File: src/hw/rtl/dvu_pkg.sv
// Shared types for the direction unit vector block.
// Depends on nothing; imported by every cell and by the top level.
package dvu_pkg;

	typedef struct packed {
		logic en;
		logic vld;
	} dvu_ctl_t;

	localparam int unsigned NUM_AXES = 3;

endpackage

File: src/hw/rtl/dvu_sqrt_cell.sv
// One digit cell of the square root chain: settles one root bit per cycle while ctl_i.en is high.
// Depends on dvu_pkg for the control struct.
module dvu_sqrt_cell #(
	parameter int unsigned RB = 26,
	parameter int unsigned PW = 78
) (
	input  logic                   clk,
	input  logic                   arst_n,
	input  dvu_pkg::dvu_ctl_t      ctl_i,
	input  logic [2*RB-1:0]        rad_i,
	input  logic [RB+1:0]          rem_i,
	input  logic [RB-1:0]          root_i,
	input  logic [PW-1:0]          pl_i,
	output logic                   vld_o,
	output logic [2*RB-1:0]        rad_o,
	output logic [RB+1:0]          rem_o,
	output logic [RB-1:0]          root_o,
	output logic [PW-1:0]          pl_o
);
	import dvu_pkg::*;

	logic [RB+3:0] rem_sh;
	logic [RB+3:0] trial;
	logic          take;

	always_comb begin
		rem_sh = {rem_i, rad_i[2*RB-1 -: 2]};
		trial  = {2'b00, root_i, 2'b01};
		take   = rem_sh >= trial;
	end

	always_ff @(posedge clk or negedge arst_n) begin
		if (!arst_n) begin
			vld_o <= 1'b0;
		end else if (ctl_i.en) begin
			vld_o <= ctl_i.vld;
		end
	end

	always_ff @(posedge clk) begin
		if (ctl_i.en) begin
			rad_o  <= {rad_i[2*RB-3:0], 2'b00};
			rem_o  <= take ? (RB+2)'(rem_sh - trial) : rem_sh[RB+1:0];
			root_o <= {root_i[RB-2:0], take};
			pl_o   <= pl_i;
		end
	end

endmodule

File: config.mk
export PLATFORM = sky130hd
export DESIGN_NAME = dvu_sqrt_cell
export DESIGN_NICKNAME = d
export VERILOG_FILES = /design/src/hw/rtl/dvu_pkg.sv /design/src/hw/rtl/dvu_sqrt_cell.sv
export SDC_FILE = /design/constraint.sdc
export NUM_CORES = 1
export LEC_CHECK = 0
export BUFFER_PORTS_ARGS = -buffer_cell sky130_fd_sc_hd__clkbuf_2
export CAP_MARGIN = 20
export CORE_ASPECT_RATIO = 2
export CORE_UTILIZATION = 30
export CTS_CLUSTER_SIZE = 12
export DETAILED_ROUTE_END_ITERATION = 8
export REMOVE_ABC_BUFFERS = 1
export SLEW_MARGIN = 20
export SYNTH_ARGS = -nofsm -noshare
export SYNTH_HDL_FRONTEND = slang
export SYNTH_SLANG_ARGS = --single-unit
File: constraint.sdc
create_clock -name clk -period 0.8 [get_ports clk]
set_input_delay 0.12 -clock clk [delete_from_list [all_inputs] [get_ports clk]]
set_output_delay 0.12 -clock clk [all_outputs]
set_load 0.02 [all_outputs]
==> summary.md <==
| Metric | Value |
|---|---|
| Post-synth ARST share | `0.00546` |
| Largest stage delay, worst path | `around 0.30 ns` |
| Detailed Route Iter0 Violations | `roughly 220` |
| #FFs+latches synth | `183` |
| Setup TNS | `-95.67 ns` |
| RSZ-0062 raised after global routing | `true` |
| Post-Syn Instances | `between 400 and 500` |
| Clk pin slew, worst setup/hold paths | `about 0.070 ns` |
| First-pass DRT Iterations | `4` |
| Yosys top cell by area | `edfxtp_1` |
| Final setup violation count | `approximately 210` |
| Peak supply drop | `1.53 mV` |
| Clock Latency Late Sink | `~0.43 ns` |
| Grt ovf | `0` |
| Slowest CP cell | `a311oi_2` |
| Worst path buffer plus inverter count | `5` |
| Clock Skews | `0 ns` |
| Worst path top cell family by delay | `compound AO/OA/AOI/OAI gates` |
| Power Total | `around 28 mW` |
| Via Count | `between 6000 and 7000` |
| CP dominant cell by count | `buf_4` |
| Fill cells | `1940` |
| Clk sinks | `183` |
| Hold violation total from the final report | `0` |
| Maxcap violations | `0` |
| CTS Root Cell | `clkbuf_16` |
| Data required time of the worst path | `approximately 1 ns` |
| GPL Wtd Cong | `roughly 0.84` |
| Highest clock rate | `roughly 0.45 GHz` |
| Die width | `approximately 110 um` |
| Post-layout nets | `about 1300` |
| Core Area | `around 24000 um2` |
| CTS tree | `built` |
| Die area | `between 20000 and 30000 um2` |
| Leakage | `approximately 6.4 nW` |
| DRC | `0` |
| Post-Route WL | `between 20000 and 30000 um` |
| First-pass GRT wire length | `about 36000 um` |
| Mapped cell area | `7430 um2` |
| Detailed Place HPWL | `about 17000 um` |
| Worst-case hold slack | `0.0149 ns` |
| Critical Path AT | `~2.4 ns` |
| Storage cell area | `5490 um2` |
| Setup WS post-layout | `-1.44 ns` |
| Synth area leaders | `edfxtp_1, ha_1, mux2_2` |
| Unique masters post-synth | `roughly 50` |
| Tmin final | `roughly 2.2 ns` |
| Largest net degree at the start of global routing | `26` |
| Vias in the first global route | `6813` |
| H-tree lvl count | `4` |
| Proportion of synthesized chip area in sequential cells | `0.739` |
| Post-layout util | `0.588` |
| Antenna Violating Nets Remaining | `0` |
| Wire per inst | `18.0 um` |
| Final worst path period share | `2.80` |
| Cell Rows | `81` |
| Failing checks | `setup timing` |
| CP max FO | `5` |
| Cell Chain, Critical Path | `buf_8, inv_6, ha_4, a21o_1, a21oi_1, nor2b_1, a311oi_2, buf_4, o21ai_4, a21oi_4, a21oi_2, nor4_4, buf_4, clkbuf_16, mux2_4` |
| Final Slew Violations | `0` |
| CP startpoint kind | `primary input` |
| IO Pins | `~370` |
| Share of the synthesized area in the top cell type | `0.735` |
| Layout cells sized above 1 | `0.535` |
| CP Class | `primary input to register` |
| Status | `complete, but fails checks` |
| Area of the multi-input gates | `2020 um2` |
| Hold Buf Count CTS | `approximately 170` |
| CTS Buf Count | `17` |
| Cell Pwr Density | `1940 nW/um2` |
| CP endpoint kind | `register` |
| Overall routing resource usage | `0.195` |
| Number of flops mapped to enable cells by yosys | `about 180` |
| Mean Syn Cell Area | `16.9 um2` |
| Die Ht | `around 220 um` |
| DR vias/cell | `4.39` |
| Top_reg_cell synth | `edfxtp_1` |
| Tightest Hold Check Type | `primary input to register` |
| Port Buf Inserts | `370` |
| Clock Path Buffers | `2` |
| Synthesis-to-layout area growth | `93.3%` |
| Initial core utilization | `0.304` |
| Synth Warn # | `0` |
| Initial antenna violation count | `1` |
-- power breakdown --
group	total [mW]	leakage [nW]	switching (mW)	internal (mW)
clock network	8.64	0.297	4.13	4.51
registers	12.0	1.79	0.421	11.6
logic	7.20	4.29	3.25	3.95
total	27.9	6.38	7.79	20.1
-- synthesized netlist by cell type, types with 4 or more instances --
cell,number
inv_1,38
xnor2_1,18
a21o_1,15
edfxtp_1,182
mux2_4,6
nand2_1,13
o21ai_0,11
a21oi_1,26
nand3_1,4
nand4_1,7
clkbuf_1,5
xor2_1,8
nor2_1,8
ha_1,28
mux2_2,20
-- area by class of cell --
| type | count | share of cell area |
|---|---|---|
| Multi-Input combinational cell | 209 | 0.140 |
| Timing Repair Buffer | 671 | 0.395 |
| Sequential cell | 183 | 0.382 |
| Antenna cell | 1 | 0.000174 |
| Inverter | 39 | 0.0105 |
| Clock buffer | 18 | 0.0299 |
| Tap cell | 332 | 0.0289 |
| Clock inverter | 14 | 0.0126 |
-- cell usage in the layout, fill, tap and decap left out, types with 3 or more instances in the layout --
cell,instances
nor2_1,7
buf_2,31
nand2_1,12
a21oi_1,21
mux2_4,26
nand2b_1,3
clkbuf_16,18
buf_12,7
a21oi_2,6
o21ai_1,3
inv_1,34
dlygate4sd3_1,166
clkinv_8,4
nor2b_1,3
o21ai_2,3
ha_1,16
buf_4,115
inv_8,3
ha_2,4
edfxtp_1,182
a21o_1,15
ha_4,8
xnor2_1,17
clkbuf_2,189
clkbuf_8,11
nand4_1,7
buf_8,4
nand3_1,3
xor2_1,8
buf_6,146
inv_2,4
o21ai_0,8
inv_6,5
-- flip-flops by register name, summed over array words and instances, names as in the netlist --
name	flops
pl_o	78
rad_o	50
rem_o	28
root_o	26
vld_o	1
-- cells by family after synthesis --
| group | after synthesis | synth area share |
|---|---|---|
| AO/OA/AOI/OAI | 78 | 0.0729 |
| XOR/XNOR | 26 | 0.0306 |
| adder cells (fa/ha/maj) | 28 | 0.0471 |
| buffers and inverters | 49 | 0.0295 |
| flip-flops | 183 | 0.739 |
| multiplexers | 28 | 0.0451 |
| other | 1 | 0.000505 |
| AND/OR/NAND/NOR | 47 | 0.0354 |
-- metrics by stage --
step	setup slack (ns)	std cells	cell area, um2
finish	-1.44	1467	14400
global route	-1.52	1467	14400
CTS	-1.52	1460	13300
detailed placement	-2.13	1254	10600
global placement	-2.10	1254	10600
floorplan	-2.57	431	7360
-- per-layer routing --
layer | part of all wire | GRT usage | vias to the layer above | wire (um)
met2 | 0.56 | 0.379 | 265 | 14800
met3 | 0.055 | 0.0496 | 53 | 1450
met5 | 0 | 0 | - | 0
met1 | 0.35 | 0.190 | 3093 | 9330
li1 | - | - | 3028 | -
met4 | 0.032 | 0.0811 | 0 | 838
-- path summary, 6_finish.rpt --
path,depth (start not counted),endpoint,slack [ns],start
worst min register to register,2,vld_o$_DFFE_PN0P_,0.66,vld_o$_DFFE_PN0P_
worst min-delay path,2,rem_o[2]$_DFFE_PP_,0.01,rem_i[0]
worst max register to register,2,vld_o$_DFFE_PN0P_,-0.10,vld_o$_DFFE_PN0P_
min in group asynchronous,2,vld_o$_DFFE_PN0P_,0.03,arst_n
worst max-delay path,15,rem_o[9]$_DFFE_PP_,-1.44,root_i[13]
max in group asynchronous,2,vld_o$_DFFE_PN0P_,0.69,arst_n
-- timing repair --
action                                  CTS  global route
cloned                                    2             1
setup buffers                             6             6
gates resized for setup                  57           500
hold endpoints to repair                172             1
pin swaps                                 1             7
endpoints found under the setup margin  212           213
No activity file was read; power rests on OpenSTA's default activity.
