## config.mk

```make
export PLATFORM = sky130hd
export DESIGN_NAME = dvu_div_cell
export DESIGN_NICKNAME = d
export VERILOG_FILES = /design/src/hw/rtl/dvu_pkg.sv /design/src/hw/rtl/dvu_div_cell.sv
export SDC_FILE = /design/constraint.sdc
export NUM_CORES = 1
export LEC_CHECK = 0
export BUFFER_PORTS_ARGS = -buffer_cell sky130_fd_sc_hd__buf_2
export CAP_MARGIN = 0
export CORE_ASPECT_RATIO = 1.75
export CORE_UTILIZATION = 25
export CTS_CLUSTER_SIZE = 16
export DETAILED_ROUTE_END_ITERATION = 12
export SETUP_SLACK_MARGIN = 0.02
export SLEW_MARGIN = 5
export SYNTH_ARGS = -nofsm -noshare
export SYNTH_HDL_FRONTEND = slang
export SYNTH_SLANG_ARGS = --single-unit
```

## constraint.sdc

```tcl
create_clock -name clk -period 0.9 [get_ports clk]
set_input_delay 0 -clock clk [delete_from_list [all_inputs] [get_ports clk]]
set_output_delay 0 -clock clk [all_outputs]
set_load 0.005 [all_outputs]
```

## src/hw/rtl/dvu_pkg.sv

```systemverilog
// Shared types for the direction unit vector block.
// Depends on nothing; imported by every cell and by the top level.
package dvu_pkg;

	typedef struct packed {
		logic en;
		logic vld;
	} dvu_ctl_t;

	localparam int unsigned NUM_AXES = 3;

endpackage

```

## src/hw/rtl/dvu_div_cell.sv

```systemverilog
// One quotient cell of the divider chain: one quotient bit per axis per cycle while ctl_i.en is high.
// Depends on dvu_pkg for the control struct and the axis count.
module dvu_div_cell #(
	parameter int unsigned DW    = 25,
	parameter int unsigned QW    = 17,
	parameter bit          FIRST = 1'b0
) (
	input  logic                    clk,
	input  logic                    arst_n,
	input  dvu_pkg::dvu_ctl_t       ctl_i,
	input  logic [DW-1:0]           dist_i,
	input  logic [2:0][DW-1:0]      r_i,
	input  logic [2:0][QW-1:0]      q_i,
	input  logic [2:0]              sgn_i,
	output logic                    vld_o,
	output logic [DW-1:0]           dist_o,
	output logic [2:0][DW-1:0]      r_o,
	output logic [2:0][QW-1:0]      q_o,
	output logic [2:0]              sgn_o
);
	import dvu_pkg::*;

	logic [NUM_AXES-1:0][DW:0] rs;
	logic [NUM_AXES-1:0]       take;

	always_comb begin
		for (int k = 0; k < NUM_AXES; k++) begin
			rs[k]   = FIRST ? {1'b0, r_i[k]} : {r_i[k], 1'b0};
			take[k] = rs[k] >= {1'b0, dist_i};
		end
	end

	always_ff @(posedge clk or negedge arst_n) begin
		if (!arst_n) begin
			vld_o <= 1'b0;
		end else if (ctl_i.en) begin
			vld_o <= ctl_i.vld;
		end
	end

	always_ff @(posedge clk) begin
		if (ctl_i.en) begin
			dist_o <= dist_i;
			sgn_o  <= sgn_i;
			for (int k = 0; k < NUM_AXES; k++) begin
				r_o[k] <= take[k] ? DW'(rs[k] - {1'b0, dist_i}) : rs[k][DW-1:0];
				q_o[k] <= {q_i[k][QW-2:0], take[k]};
			end
		end
	end

endmodule

```

==> flow_summary.json, run 1 <==
{
  "outcome": "finished, violations left",
  "violations": "negative hold slack, negative setup slack",
  "final_max_slew_viol_count": 0,
  "max_stage_delay_ps": 360,
  "crit_path_end_kind": "flop",
  "timing.rr.end": "vld_o",
  "cts_buffers": 17,
  "synth-simple-area-share": 0.1042,
  "synth_seq_cells": 155,
  "tritoncts": "done",
  "track_usage": 0.1905,
  "cp.required_ps": 1100,
  "final_area_um2": 17190,
  "placed_cell_area_um2": 13900,
  "synth.net_count": 1088,
  "yosysSeqAreaShare": 0.4902,
  "die_h_um": 259.7,
  "drt-initial-drc-count": 350,
  "nNetsFinal": 1850,
  "clkLatencyLatePin_ps": 440,
  "cts_sinks": 155,
  "fmax_mhz": 466.3,
  "fin_hold_ws_ps": -19.01,
  "placementRows": 94,
  "drive_gt1_frac": 0.5154,
  "drc": 0,
  "min_period_ps": 2144,
  "setup-violations-final": 238,
  "synth-adder-area-share": 0.1053,
  "coreArea_um2": 37520,
  "synth-xor-area-share": 0.05540,
  "synth_area_per_cell_um2": 11.13,
  "ir_worst_vdd_mv": 1.107,
  "nFillCells": 3475,
  "critPathLaunch": "dist_i[7]",
  "port_buffers": 309,
  "vias": 9665,
  "crit_buf_inv": 4,
  "wl_per_cell_um": 17.87,
  "synth_edf_count": 154,
  "grt_max_degree": 27,
  "instances_no_fill": 2109,
  "synth-async-reset-ratio": 0.006452,
  "synth_compound_gate_area_share": 0.1777,
  "wl_mm": 37.70,
  "place_hpwl_mm": 28.50,
  "area_growth_syn_to_layout_pct": 81.23,
  "grt_pass1_wl_mm": 54.34,
  "crit_type": "in -> reg",
  "fin_setup_tns_ps": -95230,
  "cp_num_cells": 12,
  "worst_slew_pin_slew_ps": 413.3,
  "critical_path.top_delay_family": "compound AO/OA/AOI/OAI gates",
  "ff2ff_path_depth": 1,
  "start_util": 0.2528,
  "start_kind": "input pin",
  "setup_ws_ps": -1244,
  "most-common-layout-cells": "buf_2 (301), buf_4 (274), edfxtp_1 (154)",
  "synthCells": 852,
  "layout_commonest_cell": "buf_2",
  "cap_viol_max_count": 0,
  "crit_end": "r_o[22]",
  "synthDistinctLibCells": 66,
  "post-place-cells": 1902,
  "dieWidth_um": 149.2,
  "finalClockSkew_ps": 0,
  "ioPinCount": 313,
  "die-area_um2": 38760,
  "via_per_inst": 4.583,
  "post-place-ws_ps": -1788,
  "synth_flop_cell": "edfxtp_1",
  "root_buffer": "clkbuf_16",
  "path_cells": "buf_8 > clkinvlp_4 > ha_4 > a21oi_4 > buf_6 > o21ai_4 > o211ai_4 > o2111ai_4 > a31oi_4 > o31ai_4 > clkbuf_16 > mux2_4",
  "r2r_setup_slack_ps": 160,
  "htreeDepth": 4,
  "power_density_nw_per_um2": 1507,
  "synth_top_family_by_area": "compound AO/OA/AOI/OAI gates",
  "clockBufferDepth": 2,
  "grt_overflow": 0,
  "postRouteAntennaNets": 0,
  "rsz0062_at_grt": "true",
  "fin_util": 0.4582,
  "first_global_vias": 10128,
  "slew_headroom": 0.7232,
  "final.period_utilization": 2.383,
  "antenna_found_initial": 3,
  "rr_startpoint": "vld_o",
  "syn_area_um2": 9485,
  "yosysWarnings": 0,
  "hold_viol_final": 1,
  "hp-class": "in -> reg",
  "dr.pass1.iters": 7,
  "clk_pin_slew_worst_paths_ps": 70,
  "cpMaxStageDelayCell": "ha_4",
  "gp_congestion": 0.8791,
  "cp_max_fo": 7,
  "p_leak_nw": 7.679,
  "critPathArrivalTime_ps": 2340,
  "synth_mux_area_frac": 0.03337
}
[synthesized netlist by cell type (7+ instances only)]
| master | instances | area (um^2) |
|---|---|---|
| a21o_1 | 35 | 262.8 |
| nand4_1 | 13 | 81.33 |
| buf_2 | 9 | 45.04 |
| a21oi_1 | 96 | 480.5 |
| nand3_1 | 20 | 100.1 |
| inv_1 | 48 | 180.2 |
| o211ai_1 | 7 | 52.55 |
| nor2b_1 | 8 | 50.05 |
| o21ai_0 | 36 | 180.2 |
| a31oi_1 | 8 | 50.05 |
| nor2_1 | 90 | 337.8 |
| o21a_1 | 14 | 105.1 |
| nand2_1 | 43 | 161.4 |
| ha_1 | 75 | 938.4 |
| nor3_1 | 9 | 45.04 |
| xnor2_1 | 29 | 254.0 |
| mux2_4 | 16 | 240.2 |
| edfxtp_1 | 154 | 4624 |
| xor2_1 | 31 | 271.5 |
[layout make-up]
type | instances | area [um^2] | share of cell area
diodes | 3 | 7.507 | 0.0004367
clock buffers | 18 | 429.2 | 0.02497
clock inverters | 13 | 166.4 | 0.009681
inverters | 49 | 206.4 | 0.01201
multi-input cells | 626 | 5366 | 0.3122
flip-flops and latches | 155 | 4649 | 0.2705
well taps | 480 | 600.6 | 0.03494
repair buffers | 764 | 5753 | 0.3347
repair inverters | 1 | 11.26 | 0.0006551
[per-layer routing]
layer	share of wire	track usage	wire [um]	up-vias
met4	0.050	0.1083	1876	2
met5	0.00042	0	16	-
met2	0.56	0.3757	21180	287
li1	-	-	-	4726
met1	0.35	0.1858	13100	4577
met3	0.040	0.02333	1520	73
[cell families (layout without fill, tap and decap cells)]
kind of cell / Yosys count / in the layout
AOI/OAI and AO/OA: 251 / 251
and+or+nand+nor: 214 / 214
DFF: 155 / 155
adders and majority gates: 78 / 78
buffers and inverters: 71 / 845
xor gates and xnor gates: 60 / 60
muxes: 23 / 23
other: 0 / 3
[per-stage QoR]
step	hold WS (ps)	power (mW)
6_report	-19.01	25.90
5_1_grt	-22.61	27.14
4_1_cts	-26.82	25.57
3_5_place_dp	-209.1	16.74
3_3_place_gp	-209.8	16.66
2_1_floorplan	-295.6	12.89
[flip-flops by register name (all words and copies together), names as in the netlist]
name    flops
dist_o     25
vld_o       1
q_o        51
sgn_o       3
r_o        75
[how the worst min path moves through the flow]
| stage | slack, ps | startpoint | endpoint | cells past startpoint |
|---|---|---|---|---|
| global placement | -210 | arst_n | vld_o | 1 |
| global route | -20 | ctl_i[1] | dist_o[7] | 2 |
| floorplan | -300 | arst_n | vld_o | 0 |
| finish | -20 | ctl_i[1] | dist_o[7] | 2 |
| detailed placement | -210 | arst_n | vld_o | 1 |
| CTS | -30 | ctl_i[1] | dist_o[7] | 2 |
[where the power goes]
part	internal [mW]	switching (mW)
Sequential	9.02	0.287
Clock	4.38	3.18
Combinational	4.82	4.21
Total	18.2	7.67
[repair_timing]
| action | CTS | global route |
|---|---|---|
| pin swaps | 27 | 34 |
| hold buffers | 139 | 1 |
| endpoints found under the setup margin | 233 | 238 |
| buffers inserted | 19 | 10 |
| resized for setup | 113 | 118 |
| endpoints found under the hold margin | 155 | 15 |
| gates cloned | 4 | 5 |
Power figures use the tool's default switching activity.
==> run 2, diff against run 1 <==
--- a/config.mk
+++ b/config.mk
@@ -7,8 +7,9 @@
 export LEC_CHECK = 0
 export BUFFER_PORTS_ARGS = -buffer_cell sky130_fd_sc_hd__buf_2
 export CAP_MARGIN = 0
-export CORE_ASPECT_RATIO = 1.75
+export CORE_ASPECT_RATIO = 0.75
 export CORE_UTILIZATION = 25
+export CTS_BUF_LIST = sky130_fd_sc_hd__clkbuf_4
 export CTS_CLUSTER_SIZE = 16
 export DETAILED_ROUTE_END_ITERATION = 12
 export SETUP_SLACK_MARGIN = 0.02
==> flow_summary.json, run 2 (synthesized netlist as in run 1, its figures left out) <==
{
  "drc": 0,
  "die-area_um2": 38730,
  "dieWidth_um": 226.9,
  "wl_mm": 38.02,
  "finalClockSkew_ps": 0,
  "place_hpwl_mm": 27.56,
  "start_util": 0.2547,
  "fin_hold_ws_ps": -416.3,
  "hp-class": "in -> reg",
  "cts_buffers": 17,
  "final_area_um2": 17430,
  "min_period_ps": 1836,
  "ff2ff_path_depth": 2,
  "rsz0062_at_grt": "true",
  "top_regs": "r_o (75), q_o (51), dist_o (25)",
  "power_density_nw_per_um2": 1351,
  "nNetsFinal": 1908,
  "ir_worst_vdd_mv": 1.070,
  "grt_overflow": 0,
  "clockBufferDepth": 2,
  "cap_viol_max_count": 0,
  "ioPinCount": 313,
  "cp_max_fo": 6,
  "largest_reg_flops": 75,
  "crit_type": "in -> reg",
  "violations": "negative hold slack, negative setup slack",
  "layout_commonest_cell": "buf_2",
  "drt-initial-drc-count": 428,
  "crit_path_end_kind": "flop",
  "htreeDepth": 4,
  "first_global_vias": 9954,
  "die_h_um": 170.7,
  "placementRows": 61,
  "clk_pin_slew_worst_paths_ps": 140,
  "setup-violations-final": 233,
  "start_kind": "input pin",
  "placed_cell_area_um2": 13740,
  "regMostFlops": "r_o",
  "whs_path_depth": 1,
  "final_max_slew_viol_count": 0,
  "setup_ws_ps": -936.0,
  "grt_max_degree": 47,
  "antenna_found_initial": 9,
  "coreArea_um2": 37250,
  "cpMostUsedCell": "buf_6",
  "most-common-layout-cells": "buf_2 (301), buf_4 (265), dlygate4sd3_1 (208)",
  "grt_pass1_wl_mm": 55.40,
  "area_growth_syn_to_layout_pct": 83.71,
  "cp.required_ps": 1340,
  "outcome": "finished, violations left",
  "drive_gt1_frac": 0.4813,
  "final.period_utilization": 2.040,
  "post-place-ws_ps": -1776,
  "nFillCells": 3492,
  "via_per_inst": 4.527,
  "postRouteAntennaNets": 0,
  "root_buffer": "clkbuf_4",
  "track_usage": 0.1926,
  "p_leak_nw": 7.760,
  "fmax_mhz": 544.7,
  "critPathArrivalTime_ps": 2270,
  "wl_per_cell_um": 17.29,
  "clkLatencyLatePin_ps": 660,
  "slew_headroom": 0.6922,
  "cpMaxStageDelayCell": "mux2_4",
  "max_stage_delay_ps": 300,
  "hold_viol_final": 14,
  "port_buffers": 309,
  "dr.pass1.iters": 5,
  "tritoncts": "done",
  "gp_congestion": 0.8765,
  "cts_sinks": 155,
  "worst_slew_pin_slew_ps": 460.7,
  "path_cells": "buf_8 > clkinvlp_4 > buf_6 > ha_4 > nor2b_4 > o31a_4 > o211ai_4 > o2111ai_2 > a31oi_4 > o31ai_4 > buf_6 > buf_12 > mux2_4",
  "vias": 9954
}
==> run 2: per-stage QoR <==
step / hold slack [ps] / TNS, ps / utilization / power (mW) / cells
2_1_floorplan: -295.6 / -90240 / - / 12.89 / 852
3_3_place_gp: -224.6 / -124290 / 0.3690 / 16.48 / 1901
3_5_place_dp: -224.2 / -123870 / 0.3690 / 16.57 / 1901
4_1_cts: -526.7 / -116600 / 0.4551 / 23.44 / 2164
5_1_grt: -495.0 / -129120 / 0.4678 / 24.87 / 2198
6_report: -416.3 / -111740 / 0.4679 / 23.54 / 2199
==> run 2: final cells by class <==
class | count | area (um^2) | share of cell area
diodes | 10 | 25.02 | 0.001436
clock buffers | 17 | 127.6 | 0.007324
clock inverters | 15 | 205.2 | 0.01178
inverters | 49 | 210.2 | 0.01206
multi-input cells | 626 | 5266 | 0.3022
flip-flops and latches | 155 | 4649 | 0.2668
well taps | 504 | 630.6 | 0.03619
repair buffers | 822 | 6300 | 0.3615
repair inverters | 1 | 11.26 | 0.0006462
==> run 2: metal layers <==
metal  track usage  vias to the layer above  routed length (um)
met2        0.3123                      237               18030
met4       0.06140                        6                 854
met1        0.2491                     4826               17100
met3       0.04963                       49                1992
met5             0                        -                  40
li1              -                     4836                   -
==> run 2: repair_timing <==
action	in CTS	in global routing
hold endpoints to repair	308	38
gates resized for setup	136	49
buffers inserted	39	4
pin swaps	43	26
cloned	5	1
setup endpoints to repair	233	234
hold buffers	187	21
==> run 2: worst paths after layout <==
path | slack, ps | end | start
min in group asynchronous | 170 | vld_o | arst_n
max in group asynchronous | 620 | vld_o | arst_n
max | -940 | r_o[4] | dist_i[2]
max reg2reg | 0 | vld_o | vld_o
min | -420 | dist_o[0] | dist_i[0]
min reg2reg | 650 | vld_o | vld_o
==> run 2: power breakdown <==
group	internal, mW	total, mW	switching [mW]	leakage (nW)
Sequential	9.01	9.27	0.260	1.52
Clock	2.03	5.15	3.12	0.171
Combinational	4.95	9.12	4.17	6.07
Total	16.0	23.5	7.54	7.76
==> run 2: critical path: cells and delay by family <==
family	cells	cell delay, ps
AOI/OAI and AO/OA	5	1010
buffers and inverters	5	610
muxes	1	300
adders and majority gates	1	230
and+or+nand+nor	1	120
==> run 3, diff against run 2 <==
--- a/config.mk
+++ b/config.mk
@@ -5,13 +5,14 @@
 export SDC_FILE = /design/constraint.sdc
 export NUM_CORES = 1
 export LEC_CHECK = 0
+export ABC_AREA = 1
 export BUFFER_PORTS_ARGS = -buffer_cell sky130_fd_sc_hd__buf_2
 export CAP_MARGIN = 0
 export CORE_ASPECT_RATIO = 0.75
-export CORE_UTILIZATION = 25
+export CORE_UTILIZATION = 46
 export CTS_BUF_LIST = sky130_fd_sc_hd__clkbuf_4
-export CTS_CLUSTER_SIZE = 16
 export DETAILED_ROUTE_END_ITERATION = 12
+export PLACE_DENSITY = 0.71
 export SETUP_SLACK_MARGIN = 0.02
 export SLEW_MARGIN = 5
 export SYNTH_ARGS = -nofsm -noshare
==> flow_summary.json, run 3 <==
{
  "outcome": "finished, violations left",
  "p_leak_nw": 10.34,
  "hold_viol_final": 2,
  "synthDistinctLibCells": 32,
  "syn_area_um2": 11840,
  "largest_reg_flops": 75,
  "synthTopCellsByCount": "nand2_1 (690), inv_1 (309), edfxtp_1 (154)",
  "cts_sinks": 155,
  "drc": 0,
  "synth.net_count": 1873,
  "wl_per_cell_um": 18.55,
  "cts_buffers": 17,
  "most-common-layout-cells": "nand2_1 (591), buf_2 (299), inv_1 (284)",
  "drt-initial-drc-count": 1629,
  "dr.pass1.iters": 6,
  "die_h_um": 140.9,
  "tritoncts": "done",
  "gp_congestion": 1.047,
  "clk_pin_slew_worst_paths_ps": 160,
  "synth_seq_cells": 155,
  "power_density_nw_per_um2": 1209,
  "slew_headroom": 0.7711,
  "via_per_inst": 5.243,
  "synth_area_per_cell_um2": 7.231,
  "critPathArrivalTime_ps": 1870,
  "synth_top_area_cell": "edfxtp_1",
  "final.period_utilization": 1.648,
  "track_usage": 0.3625,
  "postRouteAntennaNets": 0,
  "grt_max_degree": 27,
  "crit_type": "in -> reg",
  "grt_pass1_wl_mm": 73.08,
  "yosysWarnings": 0,
  "port_buffers": 309,
  "dieWidth_um": 187.2,
  "hp-class": "in -> reg",
  "clockBufferDepth": 2,
  "nNetsFinal": 2666,
  "vias": 14587,
  "min_period_ps": 1483,
  "final_max_slew_viol_count": 0,
  "die-area_um2": 26380,
  "finalClockSkew_ps": 0,
  "synth-async-reset-ratio": 0.006452,
  "synth_flop_cell": "edfxtp_1",
  "cap_viol_max_count": 0,
  "antenna_found_initial": 1,
  "crit_path_end_kind": "flop",
  "synth_top_area_share": 0.3907,
  "worst_slew_pin_slew_ps": 342.9,
  "synth_edf_count": 154,
  "ir_worst_vdd_mv": 0.9452,
  "fin_hold_ws_ps": -254.2,
  "yosysMostFrequentCell": "nand2_1",
  "start_util": 0.4718,
  "clkLatencyLatePin_ps": 610,
  "yosysSeqAreaShare": 0.3928,
  "drive_gt1_frac": 0.3889,
  "cp.required_ps": 1290,
  "grt_overflow": 0,
  "coreArea_um2": 25090,
  "cts_hold_buf": 151,
  "synthCells": 1637,
  "first_global_vias": 13383,
  "root_buffer": "clkbuf_4",
  "cp_max_fo": 10,
  "placementRows": 50,
  "setup_ws_ps": -583.4,
  "netlist_top_cells_area": "edfxtp_1 (39%), nand2_1 (22%), inv_1 (9.8%)",
  "rsz0062_at_grt": "true",
  "regMostFlops": "r_o",
  "htreeDepth": 4,
  "ioPinCount": 313,
  "layout_commonest_cell": "nand2_1",
  "top_regs": "r_o (75), q_o (51), dist_o (25)",
  "area_growth_syn_to_layout_pct": 68.66,
  "fmax_mhz": 674.1,
  "post-place-ws_ps": -1237,
  "setup-violations-final": 233,
  "fin_util": 0.7958,
  "wl_mm": 51.59,
  "start_kind": "input pin",
  "violations": "negative hold slack, negative setup slack",
  "place_hpwl_mm": 34.82
}
## run 3: changes by cell type after synthesis, sizes merged, moves of 35 or more
cell   before  now
nand2      43  695
inv        49  315
nand4      13   96
a21oi      98   30
nand3      20   71
o21ai      44    0
a21o       35    0
## run 3: kinds of logic after synthesis
kind of cell             count (synthesis)  share of synthesized area
XOR/XNOR                                36                    0.02664
AND/OR/NAND/NOR                        994                     0.3643
flip-flops                             155                     0.3928
adder cells (fa/ha/maj)                 78                    0.08436
buffers and inverters                  340                     0.1135
AO/OA/AOI/OAI                           33                    0.01744
multiplexers                             1                  0.0009513
## run 3: cell type report
type	count	area [um^2]
Clock inverter	13	137.6
Tap cell	338	422.9
Clock buffer	19	142.6
Sequential cell	155	4649
Inverter	316	1234
Antenna cell	1	2.502
Timing Repair Buffer	795	6242
Fill cell	1726	5124
Multi-Input combinational cell	1145	7132
## run 3: layer usage
metal	track usage	up-vias	share of wire
met5	0	-	0
met2	0.5699	902	0.44
met4	0.1126	0	0.038
li1	-	6778	-
met3	0.07543	178	0.11
met1	0.5013	6729	0.41
## run 3: worst paths after layout
path	start	endpoint	slack, ps	cells after the start
setup / recovery	dist_i[14]	r_o[39]	-580	12
hold / removal	r_i[23]	r_o[24]	-250	3
setup reg to reg	vld_o	vld_o	150	1
hold reg to reg	vld_o	vld_o	520	1
max in group asynchronous	arst_n	vld_o	560	3
min in group asynchronous	arst_n	vld_o	240	3
## run 3: through the flow
| stage | TNS, ps | hold WS (ps) | std cells | total power, mW | area (um^2) |
|---|---|---|---|---|---|
| 2_1_floorplan | -53070 | -295.6 | 1637 | 13.25 | 12160 |
| 3_3_place_gp | -88480 | -225.1 | 2546 | 17.28 | 16320 |
| 3_5_place_dp | -89980 | -223.1 | 2546 | 17.42 | 16320 |
| 4_1_cts | -71180 | -296.4 | 2757 | 22.75 | 18910 |
| 5_1_grt | -88600 | -270.1 | 2782 | 25.19 | 19960 |
| 6_report | -78400 | -254.2 | 2782 | 24.14 | 19960 |
## run 3: worst max-delay path, cell delays in order
cell	delay (ps)
buf_2	110
inv_1	260
ha_1	310
nand2_1	150
nor2_1	90
nand2_1	100
nand2_2	80
a21oi_4	230
nand3_4	180
clkbuf_16	230
nand2_1	80
nand2_1	60
## run 3: repair_timing
item                       in CTS  in global routing
hold endpoints to repair      307                  1
cloned                          4                 10
setup buffers                  24                 14
setup endpoints to repair     233                233
pin swaps                      22                 56
resized for setup              97                177
## run 3: report_power, final
group          internal, mW  switching (mW)  leakage (nW)
Clock                  1.50            3.07         0.140
Combinational          4.81            5.53          8.69
Sequential             8.96           0.267          1.52
